==> src/rtl/ictf_pkg.sv <==
// Shared constants, types and elaboration-time table functions of the tilt filter.
package ictf_pkg;

	// defaults for the top-level parameters
	localparam int CORDIC_STEPS_DEF    = 16;
	localparam int ANGLE_FRAC_BITS_DEF = 16;

	// CORDIC angle accumulator is degrees in Q30
	localparam int CORDIC_ZQ = 30;
	localparam logic [63:0] DEG_PER_RAD_Q26 = 64'd3845054675;

	// configuration port
	localparam int CFG_W     = 17;
	localparam int CFG_IDX_W = 2;
	localparam logic [CFG_IDX_W-1:0] REG_ALPHA   = 2'd0;
	localparam logic [CFG_IDX_W-1:0] REG_GYRO_FS = 2'd1;
	localparam logic [CFG_W-1:0] ALPHA_RESET = 17'd64881;
	localparam logic [CFG_W-1:0] ALPHA_ONE   = 17'd65536;

	// gyro full-scale codes
	localparam logic [1:0] FS_250  = 2'd0;
	localparam logic [1:0] FS_500  = 2'd1;
	localparam logic [1:0] FS_1000 = 2'd2;
	localparam logic [1:0] FS_2000 = 2'd3;

	// divisor width: 10x sensitivity times 1e6
	localparam int DEN_W = 31;

	// reciprocals of the divisors are scaled by 2^RCP_SHIFT and fit in 32 bits
	localparam int RCP_SHIFT = 59;

	typedef enum logic [3:0] {
		ST_IDLE,
		ST_ATAN_GO,
		ST_ATAN_RUN,
		ST_GMUL,
		ST_DIV_GO,
		ST_DIV_RUN,
		ST_BMUL,
		ST_BFIN,
		ST_EMIT
	} ictf_state_t;

	// divider phases: estimate, back-multiply, fix-up
	typedef enum logic [1:0] {
		DV_IDLE,
		DV_MUL1,
		DV_MUL2,
		DV_FIX
	} div_state_t;

	// divisor for the gyro increment, per full-scale code
	function automatic logic [DEN_W-1:0] gyro_den(input logic [1:0] fs);
		logic [DEN_W-1:0] d;
		case (fs)
			FS_250:  d = 31'd1310000000;
			FS_500:  d = 31'd655000000;
			FS_1000: d = 31'd328000000;
			FS_2000: d = 31'd164000000;
			default: d = 31'd1310000000;
		endcase
		return d;
	endfunction

	// shift-subtract long division, only used at elaboration
	function automatic logic [63:0] udiv64(input logic [63:0] n, input logic [63:0] d);
		logic [63:0] q;
		logic [63:0] r;
		q = '0;
		r = '0;
		for (int b = 63; b >= 0; b--) begin
			r = {r[62:0], n[b]};
			if (r >= d) begin
				r = r - d;
				q[b] = 1'b1;
			end
		end
		return q;
	endfunction

	// floor(2^RCP_SHIFT / divisor), per full-scale code
	localparam logic [31:0] RCP_250  = 32'(udiv64(64'd1 << RCP_SHIFT, 64'd1310000000));
	localparam logic [31:0] RCP_500  = 32'(udiv64(64'd1 << RCP_SHIFT, 64'd655000000));
	localparam logic [31:0] RCP_1000 = 32'(udiv64(64'd1 << RCP_SHIFT, 64'd328000000));
	localparam logic [31:0] RCP_2000 = 32'(udiv64(64'd1 << RCP_SHIFT, 64'd164000000));

	function automatic logic [31:0] gyro_recip(input logic [1:0] fs);
		logic [31:0] r;
		case (fs)
			FS_250:  r = RCP_250;
			FS_500:  r = RCP_500;
			FS_1000: r = RCP_1000;
			FS_2000: r = RCP_2000;
			default: r = RCP_250;
		endcase
		return r;
	endfunction

	// atan(2^-i) in degrees, Q30: arctan series in Q62, rounded to Q32, scaled by 180/pi
	function automatic logic [63:0] atan_deg_q30(input int unsigned i);
		logic [63:0] pos;
		logic [63:0] neg;
		logic [63:0] term;
		logic [63:0] rad32;
		logic [63:0] prod;
		logic [63:0] res;
		int unsigned odd;
		pos = '0;
		neg = '0;
		if (i == 0) begin
			res = 64'd45 << CORDIC_ZQ;
		end else begin
			for (int unsigned k = 0; k < 32; k++) begin
				odd = 2 * k + 1;
				if (i * odd <= 62) begin
					term = udiv64(64'd1 << (62 - i * odd), 64'(odd));
					if (k[0])
						neg = neg + term;
					else
						pos = pos + term;
				end
			end
			rad32 = ((pos - neg) + (64'd1 << 29)) >> 30;
			prod  = rad32 * DEG_PER_RAD_Q26;
			res   = (prod + (64'd1 << 27)) >> 28;
		end
		return res;
	endfunction

endpackage

==> src/rtl/ictf_div.sv <==
// Reciprocal divider: quotient estimate, back-multiply, then compare-and-subtract fix-up.
module ictf_div
	import ictf_pkg::*;
#(
	parameter int QW = 28,
	parameter int NW = 56
) (
	input  logic             clk,
	input  logic             arst_n,
	input  logic             start,
	input  logic [NW-1:0]    num,
	input  logic [DEN_W-1:0] den,
	input  logic [31:0]      rcp,
	output logic             done,
	output logic [QW-1:0]    quo
);

	// estimate uses the top 32 numerator bits
	localparam int SH = RCP_SHIFT - (NW - 32);
	localparam int RW = DEN_W + 2;

	div_state_t st_q, st_d;

	logic [NW-1:0] num_q;
	logic [31:0] nhi_q, ma, mb;
	logic [63:0] prod;
	logic [QW-1:0] quo_q;
	logic [RW-1:0] rem_q;
	logic done_q, ge;

	assign ge = rem_q >= RW'(den);

	// next phase
	always_comb begin
		st_d = st_q;
		case (st_q)
			DV_IDLE: if (start) st_d = DV_MUL1;
			DV_MUL1: st_d = DV_MUL2;
			DV_MUL2: st_d = DV_FIX;
			DV_FIX:  if (!ge) st_d = DV_IDLE;
			default: st_d = DV_IDLE;
		endcase
	end

	// multiplier operands: numerator * reciprocal, then estimate * divisor
	always_comb begin
		if (st_q == DV_MUL1) begin
			ma = nhi_q;
			mb = rcp;
		end else begin
			ma = 32'(quo_q);
			mb = 32'(den);
		end
	end

	assign prod = 64'(ma) * 64'(mb);

	// phase register and done pulse
	always_ff @(posedge clk or negedge arst_n) begin
		if (!arst_n) begin
			st_q   <= DV_IDLE;
			done_q <= 1'b0;
		end else begin
			st_q   <= st_d;
			done_q <= (st_q == DV_FIX) && !ge;
		end
	end

	// estimate never exceeds the true quotient; remainder is fixed up from below
	always_ff @(posedge clk) begin
		if (start) begin
			num_q <= num;
			nhi_q <= num[NW-1:NW-32];
		end
		case (st_q)
			DV_MUL1: quo_q <= QW'(prod >> SH);
			DV_MUL2: rem_q <= RW'(num_q - NW'(prod));
			DV_FIX: begin
				if (ge) begin
					rem_q <= rem_q - RW'(den);
					quo_q <= quo_q + 1'b1;
				end
			end
			default: ;
		endcase
	end

	assign quo  = quo_q;
	assign done = done_q;

endmodule

==> config.mk <==
export PLATFORM = sky130hd
export DESIGN_NAME = ictf_div
export DESIGN_NICKNAME = d
export VERILOG_FILES = /design/src/rtl/ictf_pkg.sv /design/src/rtl/ictf_div.sv
export SDC_FILE = /design/constraint.sdc
export NUM_CORES = 2
export LEC_CHECK = 0
export BUFFER_PORTS_ARGS = -buffer_cell sky130_fd_sc_hd__buf_2
export CAP_MARGIN = 0
export CORE_ASPECT_RATIO = 1.25
export CORE_MARGIN = 2
export CORE_UTILIZATION = 55
export CTS_CLUSTER_SIZE = 30
export DETAILED_ROUTE_END_ITERATION = 12
export MAX_ROUTING_LAYER = met4
export PLACE_DENSITY = 0.72
export SLEW_MARGIN = 40
export SYNTH_ARGS = -nofsm -noshare
export SYNTH_HDL_FRONTEND = slang
export SYNTH_SLANG_ARGS = --single-unit
==> constraint.sdc <==
create_clock -name clk -period 11.1 [get_ports clk]
set_input_delay 1.665 -clock clk [delete_from_list [all_inputs] [get_ports clk]]
set_output_delay 1.665 -clock clk [all_outputs]
set_load 0.01 [all_outputs]
==> out/results.tsv <==
metric	value	unit
outcome	completed	
synthesized area	40860	sq um
Worst slew margin	0.4026	
# setup viols final	0	
WS Path Type	primary input to flop	
CP max stage delay	0.58	ns
sequential fraction of the synthesis area	0.08782	
syn avg cell area	8.912	sq um
CP required	11.27	ns
mux contribution to synthesized area	0.01736	
HP Class	flop to flop	
Async SR Flop Fraction	0.02500	
largest area contributor in the netlist	fa_1	
grt total ovfl	0	
first-pass GRT wire length	209500	um
fraction of final layout cells sized beyond drive strength 1	0.09384	
Net count, final	6053	
GRT Util Overall	0.3856	
CTS tree	yes	
Worst Reg2Reg Path Length in Cells	38	
count of input and output buffers	150	
Place WS	0.07249	ns
Synth Area in XOR/XNOR	0.02979	
CTS clk-pin slew, worst paths	0.06	ns
CP startpoint kind	primary input	
post-layout util	0.6001	
CTS buffer count	17	
type of destination of the critical path	flop	
Syn Nets	5930	
post-synth top area share	0.4395	
cell with the most instances after synthesis	inv_1	
largest family of logic cells by synthesized area	adder cells	
first drt pass iteration count	6	
Synth Area in Simple Gates	0.1467	
fin crit period	10.70	ns
num ports	151	
EDFF count, synth	117	
Die Span Y	308.7	um
Synth Flop Type	edfxtp_1	
Die ar.	76510	sq um
Critical Path Most Common Cell	fa_1	
Max Fclk	0.09346	GHz
flop-to-flop setup slack	0.45	ns
core outline area	73470	sq um
Fin. Hold Viols	0	
starting density of the core	0.5562	
DP Wirelength	115300	um
setup ws final	0.4003	ns
crit path DAT	10.87	ns
H-tree depth	4	
CTS Hold Bufs	0	
number of global-route vias before repair	35390	
Clock Sink Count	120	
chip width	247.8	um
total number of vias	33470	
FP Rows	111	
initial antenna violation count	7	
Max Cap Violations	0	
TNS Setup	0	ns
Starting DRT DRC Count	3260	
CTS Buffer Depth	2	
routability cong.	1.086	
Clock Skew	0.01452	ns
Slew Viols, Final	0	
number of remaining DRC errors	0	
synth cell count leaders	inv_1, fa_1, nand2_1	
flops & latches, synth	120	
worst skew pair latency	0.43	ns
fill count	6424	
slowest stage cell, crit path	fa_1	
CP max FO	10	
routed vias/inst	5.884	
ranking of synthesized cells by area	fa_1, ha_1, edfxtp_1, inv_1, nand2_1	
compound-cell area share of the yosys netlist	0.07398	
Post-Syn Instances	4585	
routed len/inst	24.12	um
RSZ-0062 raised after global routing	false	
Synth Area in Adders	0.5393	
drt total wl	137200	um
area delta synth->final	7.900	%
Final period util	0.9639	
largest net degree at the start of global routing	65	
hold path cells	1	
clk root buf	clkbuf_16	
Worst-Margin Slew	0.8908	ns
Ys Warns	0	
post-route ant nets	0	
count of cell types in the netlist	82	
metal layers:
layer | vias up | part of all wire | GRT usage
li1 | 14260 | - | -
met1 | 16770 | 0.35 | 0.4732
met2 | 1944 | 0.46 | 0.5938
met3 | 492 | 0.11 | 0.07522
met4 | 0 | 0.077 | 0.2274
met5 | - | 0 | -
layout make-up:
| cell class | instances | area [sq um] | area share |
|---|---|---|---|
| Multi-Input combinational cell | 3329 | 33160 | 0.7521 |
| Sequential cell | 120 | 3588 | 0.08139 |
| Timing Repair Buffer | 320 | 2056 | 0.04662 |
| Tap cell | 960 | 1201 | 0.02724 |
| Clock buffer | 17 | 425.4 | 0.009648 |
| Inverter | 920 | 3453 | 0.07832 |
| Antenna cell | 7 | 17.52 | 0.0003973 |
| Clock inverter | 15 | 190.2 | 0.004313 |
timing repair:
item                                    CTS  global route
resized for setup                         0             3
buffers inserted                          0             1
endpoints found under the setup margin    0             1
stage by stage:
step	instances	instance area, sq um	hold WS (ns)
global placement	5647	43390	0.6015
finish	5688	44090	0.6406
detailed placement	5647	43410	0.6147
CTS	5679	44030	0.6361
floorplan	4585	40860	0.5339
global route	5686	44090	0.6524
layout by cell type, fill, tap and decap left out, types with 62 or more instances in the layout:
cell      instances
nand2_1         795
ha_1            323
fa_1            897
a21oi_1         128
nor2_1          387
edfxtp_1        117
a21o_1           62
inv_1           919
o21ai_0          88
buf_4           167
xnor2_1          91
buf_2           150
cell families (layout without fill, tap and decap cells):
logic type / Yosys count / after routing
and+or+nand+nor: 1433 / 1433
adders and majority gates: 1223 / 1223
buffers and inverters: 1136 / 1272
AOI/OAI and AO/OA: 467 / 467
xor gates and xnor gates: 139 / 139
DFF: 120 / 120
muxes: 67 / 67
other: 0 / 7
flip-flops by register name, indices dropped and copies added (netlist names):
signal / cells
done: 1
nhi_q: 24
num_q: 32
quo: 28
rem_q: 33
st_q: 2
worst max-delay path, delay by kind of cell:
kind / cells / cell delay, ns
buffers and inverters: 6 / 0.62
AOI/OAI and AO/OA: 8 / 2.21
xor gates and xnor gates: 1 / 0.22
and+or+nand+nor: 8 / 1.25
adders and majority gates: 10 / 4.89
final timing paths:
kind / startpoint / endpoint
setup / recovery: rcp[2] / rem_q[29]$_DFFE_PP_
hold / removal: st_q[1]$_DFFE_PN0P_ / st_q[1]$_DFFE_PN0P_
setup reg to reg: st_q[1]$_DFFE_PN0P_ / rem_q[29]$_DFFE_PP_
hold reg to reg: st_q[1]$_DFFE_PN0P_ / st_q[1]$_DFFE_PN0P_
max in group asynchronous: arst_n / st_q[1]$_DFFE_PN0P_
min in group asynchronous: arst_n / st_q[0]$_DFFE_PN0P_
Power is left out: the tool's default activity adds up to more than one toggle a clock period on the data nets, which glitch-free logic cannot reach.
