`config.mk`:
```
export PLATFORM = sky130hd
export DESIGN_NAME = ictf_cordic
export DESIGN_NICKNAME = d
export VERILOG_FILES = /design/src/rtl/ictf_pkg.sv /design/src/rtl/ictf_cordic.sv
export SDC_FILE = /design/constraint.sdc
export NUM_CORES = 1
export LEC_CHECK = 0
export BUFFER_PORTS_ARGS = -buffer_cell sky130_fd_sc_hd__buf_4
export CAP_MARGIN = 20
export CORE_MARGIN = 1.5
export CORE_UTILIZATION = 30
export CTS_CLUSTER_DIAMETER = 100
export CTS_CLUSTER_SIZE = 25
export DETAILED_ROUTE_END_ITERATION = 12
export PLACE_DENSITY_LB_ADDON = 0.3
export SYNTH_ARGS = -nofsm -noshare
export SYNTH_HDL_FRONTEND = slang
export SYNTH_SLANG_ARGS = --single-unit
```
`constraint.sdc`:
```
create_clock -name clk -period 9.1 [get_ports clk]
set_input_delay 0 -clock clk [delete_from_list [all_inputs] [get_ports clk]]
set_output_delay 0 -clock clk [all_outputs]
set_load 0.1 [all_outputs]
```
`src/rtl/ictf_pkg.sv`:
```
// Shared constants, types and elaboration-time table functions of the tilt filter.
package ictf_pkg;

	// defaults for the top-level parameters
	localparam int CORDIC_STEPS_DEF    = 16;
	localparam int ANGLE_FRAC_BITS_DEF = 16;

	// CORDIC angle accumulator is degrees in Q30
	localparam int CORDIC_ZQ = 30;
	localparam logic [63:0] DEG_PER_RAD_Q26 = 64'd3845054675;

	// configuration port
	localparam int CFG_W     = 17;
	localparam int CFG_IDX_W = 2;
	localparam logic [CFG_IDX_W-1:0] REG_ALPHA   = 2'd0;
	localparam logic [CFG_IDX_W-1:0] REG_GYRO_FS = 2'd1;
	localparam logic [CFG_W-1:0] ALPHA_RESET = 17'd64881;
	localparam logic [CFG_W-1:0] ALPHA_ONE   = 17'd65536;

	// gyro full-scale codes
	localparam logic [1:0] FS_250  = 2'd0;
	localparam logic [1:0] FS_500  = 2'd1;
	localparam logic [1:0] FS_1000 = 2'd2;
	localparam logic [1:0] FS_2000 = 2'd3;

	// divisor width: 10x sensitivity times 1e6
	localparam int DEN_W = 31;

	// reciprocals of the divisors are scaled by 2^RCP_SHIFT and fit in 32 bits
	localparam int RCP_SHIFT = 59;

	typedef enum logic [3:0] {
		ST_IDLE,
		ST_ATAN_GO,
		ST_ATAN_RUN,
		ST_GMUL,
		ST_DIV_GO,
		ST_DIV_RUN,
		ST_BMUL,
		ST_BFIN,
		ST_EMIT
	} ictf_state_t;

	// divider phases: estimate, back-multiply, fix-up
	typedef enum logic [1:0] {
		DV_IDLE,
		DV_MUL1,
		DV_MUL2,
		DV_FIX
	} div_state_t;

	// divisor for the gyro increment, per full-scale code
	function automatic logic [DEN_W-1:0] gyro_den(input logic [1:0] fs);
		logic [DEN_W-1:0] d;
		case (fs)
			FS_250:  d = 31'd1310000000;
			FS_500:  d = 31'd655000000;
			FS_1000: d = 31'd328000000;
			FS_2000: d = 31'd164000000;
			default: d = 31'd1310000000;
		endcase
		return d;
	endfunction

	// shift-subtract long division, only used at elaboration
	function automatic logic [63:0] udiv64(input logic [63:0] n, input logic [63:0] d);
		logic [63:0] q;
		logic [63:0] r;
		q = '0;
		r = '0;
		for (int b = 63; b >= 0; b--) begin
			r = {r[62:0], n[b]};
			if (r >= d) begin
				r = r - d;
				q[b] = 1'b1;
			end
		end
		return q;
	endfunction

	// floor(2^RCP_SHIFT / divisor), per full-scale code
	localparam logic [31:0] RCP_250  = 32'(udiv64(64'd1 << RCP_SHIFT, 64'd1310000000));
	localparam logic [31:0] RCP_500  = 32'(udiv64(64'd1 << RCP_SHIFT, 64'd655000000));
	localparam logic [31:0] RCP_1000 = 32'(udiv64(64'd1 << RCP_SHIFT, 64'd328000000));
	localparam logic [31:0] RCP_2000 = 32'(udiv64(64'd1 << RCP_SHIFT, 64'd164000000));

	function automatic logic [31:0] gyro_recip(input logic [1:0] fs);
		logic [31:0] r;
		case (fs)
			FS_250:  r = RCP_250;
			FS_500:  r = RCP_500;
			FS_1000: r = RCP_1000;
			FS_2000: r = RCP_2000;
			default: r = RCP_250;
		endcase
		return r;
	endfunction

	// atan(2^-i) in degrees, Q30: arctan series in Q62, rounded to Q32, scaled by 180/pi
	function automatic logic [63:0] atan_deg_q30(input int unsigned i);
		logic [63:0] pos;
		logic [63:0] neg;
		logic [63:0] term;
		logic [63:0] rad32;
		logic [63:0] prod;
		logic [63:0] res;
		int unsigned odd;
		pos = '0;
		neg = '0;
		if (i == 0) begin
			res = 64'd45 << CORDIC_ZQ;
		end else begin
			for (int unsigned k = 0; k < 32; k++) begin
				odd = 2 * k + 1;
				if (i * odd <= 62) begin
					term = udiv64(64'd1 << (62 - i * odd), 64'(odd));
					if (k[0])
						neg = neg + term;
					else
						pos = pos + term;
				end
			end
			rad32 = ((pos - neg) + (64'd1 << 29)) >> 30;
			prod  = rad32 * DEG_PER_RAD_Q26;
			res   = (prod + (64'd1 << 27)) >> 28;
		end
		return res;
	endfunction

endpackage

```
`src/rtl/ictf_cordic.sv`:
```
// Iterative vectoring CORDIC: atan2(y, x) in degrees, one rotation per cycle.
module ictf_cordic
	import ictf_pkg::*;
#(
	parameter int CORDIC_STEPS    = CORDIC_STEPS_DEF,
	parameter int ANGLE_FRAC_BITS = ANGLE_FRAC_BITS_DEF
) (
	input  logic               clk,
	input  logic               arst_n,
	input  logic               start,
	input  logic signed [15:0] y_in,
	input  logic signed [15:0] x_in,
	output logic               done,
	output logic signed [31:0] angle
);

	localparam int CW = 48;
	localparam int ZW = 42;
	localparam int SW = (CORDIC_STEPS > 1) ? $clog2(CORDIC_STEPS) : 1;
	localparam int RS = CORDIC_ZQ - ANGLE_FRAC_BITS;

	logic signed [ZW-1:0] tab [CORDIC_STEPS];
	logic signed [CW-1:0] x_q, y_q, dx, dy, x0, y0;
	logic signed [ZW-1:0] z_q, z0, zr, zs;
	logic [SW-1:0] step_q;
	logic busy_q, done_q, zero_q;

	// angle table, built at elaboration
	for (genvar g = 0; g < CORDIC_STEPS; g++) begin : g_tab
		assign tab[g] = ZW'(atan_deg_q30(g));
	end

	// pre-rotation by 180 degrees for the left half plane
	always_comb begin
		x0 = CW'(x_in) <<< CORDIC_ZQ;
		y0 = CW'(y_in) <<< CORDIC_ZQ;
		z0 = '0;
		if (x_in < 0) begin
			x0 = -x0;
			y0 = -y0;
			z0 = (y_in >= 0) ? (ZW'(180) <<< CORDIC_ZQ) : -(ZW'(180) <<< CORDIC_ZQ);
		end
	end

	assign dx = y_q >>> step_q;
	assign dy = x_q >>> step_q;

	// rotation sequencer
	always_ff @(posedge clk or negedge arst_n) begin
		if (!arst_n) begin
			busy_q <= 1'b0;
			done_q <= 1'b0;
			step_q <= '0;
		end else begin
			done_q <= 1'b0;
			if (start) begin
				busy_q <= 1'b1;
				step_q <= '0;
			end else if (busy_q) begin
				step_q <= step_q + 1'b1;
				if (step_q == SW'(CORDIC_STEPS - 1)) begin
					busy_q <= 1'b0;
					done_q <= 1'b1;
				end
			end
		end
	end

	// vector and angle registers
	always_ff @(posedge clk) begin
		if (start) begin
			x_q    <= x0;
			y_q    <= y0;
			z_q    <= z0;
			zero_q <= (x_in == 0) && (y_in == 0);
		end else if (busy_q) begin
			if (y_q > 0) begin
				x_q <= x_q + dx;
				y_q <= y_q - dy;
				z_q <= z_q + tab[step_q];
			end else begin
				x_q <= x_q - dx;
				y_q <= y_q + dy;
				z_q <= z_q - tab[step_q];
			end
		end
	end

	// round half away from zero to the output format
	assign zr = z_q + (ZW'(1) <<< (RS - 1)) - $signed({{(ZW-1){1'b0}}, z_q[ZW-1]});
	assign zs = zr >>> RS;
	assign angle = zero_q ? '0 : 32'(zs);
	assign done = done_q;

endmodule

```
==> results.toml, run 1 <==
[route]
per_cell_routed_wire_length_microns = 18.6
number_of_vias_per_cell = 5.54
drt_first_iter_violations = 1662
detail_route.first_pass.iterations = 8
routed_wl_microns = 73400
dr_total_vias = 21800
route.detailed.drc = 0
route.antenna.remaining_nets = 0

[synth]
synth_edf_count = 139
synth_largest_type_area_fraction = 0.174
ys_seq_area_frac = 0.180
synth-async-reset-ratio = 0.0414
post-synth-top-area-cell = "edfxtp_1"
synthesis.nets = 3116
ys.warnings.count = 0
post_synth_instance_area_sq_um = 24000
synth_ff_type = "edfxtp_1"
synth_cells = 2880
syn_avg_cell_area_sq_um = 8.32
postSynthRegisterBits = 145
ys_top_cells_by_area = "edfxtp_1 (17%), ha_1 (10%), mux4_2 (7.3%)"
synth_cell_type_count = 92

[floorplanning]
die_area_sq_um = 81600
floorplan.die.height_microns = 286
ioPinCount = 68
placeableCoreArea_sq_um = 79000
std_cell_rows = 103
initial_utilization = 0.303
die_w_microns = 286

[cts]
cts_tree = "built"
worst_skew_pair.late_latency_ns = 0.49
cts_num_sinks = 145
h_tree_depth = 4
post-cts-setup-buffer-count = 0
cts.hold.buffers_added = 31
clk_path_buf_depth = 2
cts.reportedPaths.clkPinSlew_ns = 0.07
post_cts_resized = 0
cts_buffers = 17
ctsRootBufferMaster = "clkbuf_16"

[timing]
tightestPinTransition_ns = 1.11
final.period_utilization = 0.834
setup_viol = 0
report.final.slew_viol_count = 0
slew_headroom = 0.244
max_freq_ghz = 0.132
final.setup_skew_ns = 0.0114
hold_viol = 0
final_period_minus_worst_setup_slack_ns = 7.59
rsz_0062_raised_after_global_routing = "false"
fin_tns_setup_ns = 0

[setup_path]
r2r_cells = 22
regToRegEndpoint = "y_q[43]"
critPathSlowestCell = "dfrtp_4"
critPathKind = "reg -> reg"
ff2ff_setup_slack_ns = 1.51
regToRegStartpoint = "step_q[0]"
slowest_delay_ns = 0.87
critical_path_s_most_frequent_cell = "a21oi_1"
cp_max_fo = 45
arrival_ns = 7.83
cp-end-kind = "register"
critPathRequiredTime_ns = 9.34
critical_path.startpoint_type = "register"
timing.critical_path.cells = "buf_4 > buf_4 > mux4_2 > a22oi_1 > nand2_1 > nor4b_2 > nand3_1 > or3_1 > inv_2 > a21oi_1 > xnor2_1 > ha_1 > nand4_1 > o21ai_0 > o311ai_0 > a21oi_1 > a21oi_1 > o31a_1 > o41ai_1 > a31o_2 > nor3b_1 > nor3_1"

[grt]
global_route.peak_usage_layer = "met2"
grt_util_all_layers = 0.178
use_met1 = 0.231
grt-ovfl-total = 0
grt_start_max_net_pins = 79
antenna_found_initial = 0
grt_first_pass_wirelength_microns = 116000
grt_use_met3 = 0.0265
first_global_vias = 20800
grt.met2_usage = 0.305

[final_layout]
finalNetCount = 3110
syn_to_final_growth_pct = 9.22
num_antenna_cells = 0
layout-drive-gt1-share = 0.105
fillerInstances = 8410

[min_path]
min_path_cells = 4
worst_hold_startpoint = "y_in[10]"
worst_hold_path_type = "in -> reg"
hold-path-endpoint = "y_q[40]"

[job]
max_cap_violations = 0

[outcome]
outcome = "finished, final reports clean"

[placed_design]
gp_routability_congestion = 0.900
port_buffers = 67
place.detailed.hpwl_microns = 57000
-- worst max path at each step --
stage,from,endpoint,depth (start not counted)
2_1_floorplan,step_q[1],z_q[38],29
4_1_cts,step_q[0],y_q[43],22
5_1_grt,step_q[0],y_q[43],22
3_5_place_dp,step_q[0],y_q[43],22
6_report,step_q[0],y_q[43],22
3_3_place_gp,step_q[0],y_q[43],21
-- final cells by class --
type / instances / area (sq um) / share of cell area
Sequential cell: 145 / 4340 / 0.166
Timing Repair Buffer: 118 / 967 / 0.0369
Inverter: 122 / 458 / 0.0175
Clock buffer: 17 / 425 / 0.0162
Tap cell: 1050 / 1310 / 0.0502
Clock inverter: 15 / 183 / 0.00698
Multi-Input combinational cell: 2470 / 18500 / 0.706
-- sequential cells by signal (all words and copies together) (netlist names) --
signal  flops
x_q        48
y_q        48
z_q        42
step_q      4
busy_q      1
done        1
zero_q      1
-- cells in the mapped netlist, types with 13 or more instances --
cell type  count
mux4_2        78
nand2b_1      34
and2_1        22
o31ai_1       24
o211ai_1      24
o21bai_1      36
a31oi_1       33
nor3_1        52
inv_1        119
mux2i_1       74
mux2_2        53
ha_1         198
nand4_1       33
a211oi_1      33
nand2_1      255
nor4_1        21
buf_1         27
and3_1        29
clkbuf_1      71
a21oi_1      253
or3_1         16
a211o_1       13
o21a_1        24
xor2_1       119
or2_2         18
o21ai_0      185
nor2b_1       39
buf_4         13
edfxtp_1     139
buf_2         23
nor2_1       298
xnor2_1      153
a21o_1        85
mux4_1        26
nand3_1       44
-- per-stage QoR --
stage	util	worst slack, ns	area (sq um)	hold WS, ns	instances
3_5_place_dp	0.320	1.58	25300	-0.177	3874
4_1_cts	0.331	1.57	26200	0.00359	3937
2_1_floorplan	-	1.41	24000	-0.296	2880
5_1_grt	0.331	0.980	26200	0.0650	3937
3_3_place_gp	0.320	1.61	25300	-0.179	3874
6_report	0.331	1.51	26200	0.0305	3937
-- placed cells by master, fill, tap and decap left out, types with 86 or more instances in the layout --
cell type / netlist / routed
buf_4: 13 / 86
nor2_1: 298 / 297
xor2_1: 119 / 119
inv_1: 119 / 117
xnor2_1: 153 / 153
a21oi_1: 253 / 253
ha_1: 198 / 198
nand2_1: 255 / 255
o21ai_0: 185 / 185
edfxtp_1: 139 / 139
-- worst max-delay path: cells and delay by family, from the launching register on --
kind / cells / cell delay (ns)
AOI/OAI and AO/OA: 9 / 2.16
and+or+nand+nor: 7 / 1.71
buffers and inverters: 3 / 1.32
DFF: 1 / 0.87
muxes: 1 / 0.64
adders and majority gates: 1 / 0.41
xor gates and xnor gates: 1 / 0.17
-- per-layer routing --
layer,wire [microns],part of all wire
met2,35200,0.48
met1,32400,0.44
met4,1800,0.025
met3,4000,0.055
met5,0,0
-- cells by family after synthesis --
| logic type | Yosys count | synth area share |
|---|---|---|
| AO/OA/AOI/OAI | 855 | 0.227 |
| XOR/XNOR | 272 | 0.0994 |
| adder cells (fa/ha/maj) | 201 | 0.106 |
| buffers and inverters | 265 | 0.0485 |
| flip-flops | 145 | 0.180 |
| multiplexers | 231 | 0.158 |
| AND/OR/NAND/NOR | 911 | 0.181 |
Power of run 1 is left out: the tool's default activity adds up to more than one toggle a clock period on the data nets, which glitch-free logic cannot reach.
==> run 2, diff against run 1 <==
--- a/config.mk
+++ b/config.mk
@@ -5,6 +5,7 @@
 export SDC_FILE = /design/constraint.sdc
 export NUM_CORES = 1
 export LEC_CHECK = 0
+export ABC_AREA = 1
 export BUFFER_PORTS_ARGS = -buffer_cell sky130_fd_sc_hd__buf_4
 export CAP_MARGIN = 20
 export CORE_MARGIN = 1.5
==> constraint.sdc (replaced) <==
create_clock -name clk -period 6.6 [get_ports clk]
set_input_delay 0 -clock clk [delete_from_list [all_inputs] [get_ports clk]]
set_output_delay 0 -clock clk [all_outputs]
set_load 0.1 [all_outputs]
==> results.toml, run 2 <==
[outcome]
outcome = "finished, final reports clean"

[synth]
synth_cells = 4427
synth_ff_type = "edfxtp_1"
ys_top_cells_by_count = "nand2_1 (1116), nand3_1 (543), nor2_1 (506)"
synthesis.nets = 4663
synthMostInstantiatedCell = "nand2_1"
ys.warnings.count = 0
post-synth-top-area-cell = "nand2_1"
synth_cell_type_count = 56
ys_top_cells_by_area = "nand2_1 (16%), edfxtp_1 (16%), nand3_1 (10%)"
postSynthRegisterBits = 145
post_synth_instance_area_sq_um = 26000
synth-async-reset-ratio = 0.0414
syn_avg_cell_area_sq_um = 5.88
synth_largest_type_area_fraction = 0.161
ys_seq_area_frac = 0.166
synth_edf_count = 139

[floorplanning]
floorplan.die.height_microns = 298
die_area_sq_um = 88500
ioPinCount = 68
die_w_microns = 298
initial_utilization = 0.304
placeableCoreArea_sq_um = 85500
std_cell_rows = 107

[final_layout]
finalNetCount = 4674
syn_to_final_growth_pct = 9.08
area.sequential_sq_um = 4340
commonest_non_fill_non_tap_cell_in_the_layout = "nand2_1"
reg_top3 = "x_q x48, y_q x48, z_q x42"
layout.cells.most_common_list = "nand2_1 (1114), nand3_1 (543), nor2_1 (506), inv_1 (490), a21oi_1 (394)"
multiInputGateArea_sq_um = 19100
fillerInstances = 9673
postLayoutCoreUtil = 0.332
num_antenna_cells = 0
layout-drive-gt1-share = 0.0447

[cts]
ctsRootBufferMaster = "clkbuf_16"
cts_buffers = 17
worst_skew_pair.late_latency_ns = 0.51
cts.reportedPaths.clkPinSlew_ns = 0.07
cts_num_sinks = 145
post-cts-setup-buffer-count = 0
cts_tree = "built"
h_tree_depth = 4
clk_path_buf_depth = 2

[route]
dr_total_vias = 30100
detail_route.first_pass.iterations = 6
number_of_vias_per_cell = 5.38
per_cell_routed_wire_length_microns = 19.0
route.detailed.drc = 0
routed_wl_microns = 106000
drt_first_iter_violations = 3059
route.antenna.remaining_nets = 0

[grt]
grt-ovfl-total = 0
first_global_vias = 28100
grt_util_all_layers = 0.234
grt_start_max_net_pins = 93
antenna_found_initial = 1
grt_first_pass_wirelength_microns = 163000

[timing]
final.setup_skew_ns = 0.0228
tightestPinTransition_ns = 0.994
max_freq_ghz = 0.168
rsz_0062_raised_after_global_routing = "false"
fin_tns_setup_ns = 0
report.final.slew_viol_count = 0
hold_viol = 0
final_period_minus_worst_setup_slack_ns = 5.96
slew_headroom = 0.332
final.period_utilization = 0.902
setup_viol = 0

[placed_design]
gp_routability_congestion = 0.973
place.detailed.hpwl_microns = 86400
port_buffers = 67

[min_path]
worst_hold_path_type = "in -> reg"

[setup_path]
worstPathBufferInverterCount = 5
arrival_ns = 6.30
cp-end-kind = "register"
cp_max_fo = 92
critical_path_s_most_frequent_cell = "nand2_1"
slowest_delay_ns = 0.51
critical_path.startpoint_type = "register"
critPathRequiredTime_ns = 6.95
critical_path.top_delay_family = "simple AND/OR/NAND/NOR gates"
critPathKind = "reg -> reg"
critPathSlowestCell = "dfrtp_4"

[job]
max_cap_violations = 0
## run 2: routing by layer
layer	up-vias	part of all wire	track usage
met4	0	0.036	0.0866
met1	13800	0.44	0.306
met2	1074	0.47	0.394
met3	187	0.057	0.0266
met5	-	0	0
li1	15000	-	-
## run 2: final cells by class
type                            instances  share of cell area
Multi-Input combinational cell       3647               0.672
Sequential cell                       145               0.153
Inverter                              503              0.0668
Tap cell                             1144              0.0504
Timing Repair Buffer                  124              0.0364
Clock buffer                           19              0.0153
Clock inverter                         13             0.00657
## run 2: logic make-up after synthesis
kind of cell | count (synthesis) | share of synthesized area
and+or+nand+nor | 2344 | 0.381
AOI/OAI and AO/OA | 960 | 0.205
buffers and inverters | 635 | 0.102
adders and majority gates | 201 | 0.0975
DFF | 145 | 0.166
xor gates and xnor gates | 133 | 0.0448
muxes | 9 | 0.00346
## run 2: worst register-to-register path, stage by stage, from the launching register on
cell	delay [ns]
dfrtp_4	0.51
inv_6	0.47
nor2_1	0.29
nand2_1	0.11
o211ai_1	0.10
nand2_1	0.07
nand3_1	0.21
inv_1	0.11
ha_1	0.29
inv_1	0.12
nor2_1	0.28
nand2_1	0.22
nor2_2	0.20
inv_2	0.07
nand2_1	0.08
xnor2_1	0.27
inv_1	0.09
ha_1	0.37
nand2_1	0.13
o21ai_0	0.35
a21oi_1	0.12
o21ai_0	0.33
nand2_1	0.11
nand4_1	0.24
a21oi_1	0.12
xor2_1	0.38
nand2_1	0.09
o21ai_0	0.09
## run 2: through the flow
stage	setup slack [ns]	hold slack, ns	instances	area, sq um
6_report	0.645	0.0115	5595	28400
3_3_place_gp	0.758	-0.178	5537	27500
5_1_grt	0.277	0.0181	5595	28400
3_5_place_dp	0.840	-0.176	5537	27500
4_1_cts	0.823	0.00214	5595	28400
2_1_floorplan	1.87	-0.296	4427	26000
## run 2: worst paths after layout
path | startpoint | end | slack, ns | depth (start not counted)
setup / recovery | step_q[0] | y_q[44] | 0.64 | 27
min in group asynchronous | arst_n | step_q[2] | 0.57 | 3
max in group asynchronous | arst_n | step_q[0] | 5.75 | 3
hold reg to reg | busy_q | step_q[2] | 0.63 | 1
hold / removal | x_in[13] | x_q[45] | 0.01 | 4
setup reg to reg | step_q[0] | y_q[44] | 0.64 | 27
## run 2: timing repair
action                    in CTS  in global routing
gates resized for setup        0                  0
hold endpoints to repair      31                  0
hold buffers                  26                  0
Power of run 2 is left out for the same reason.
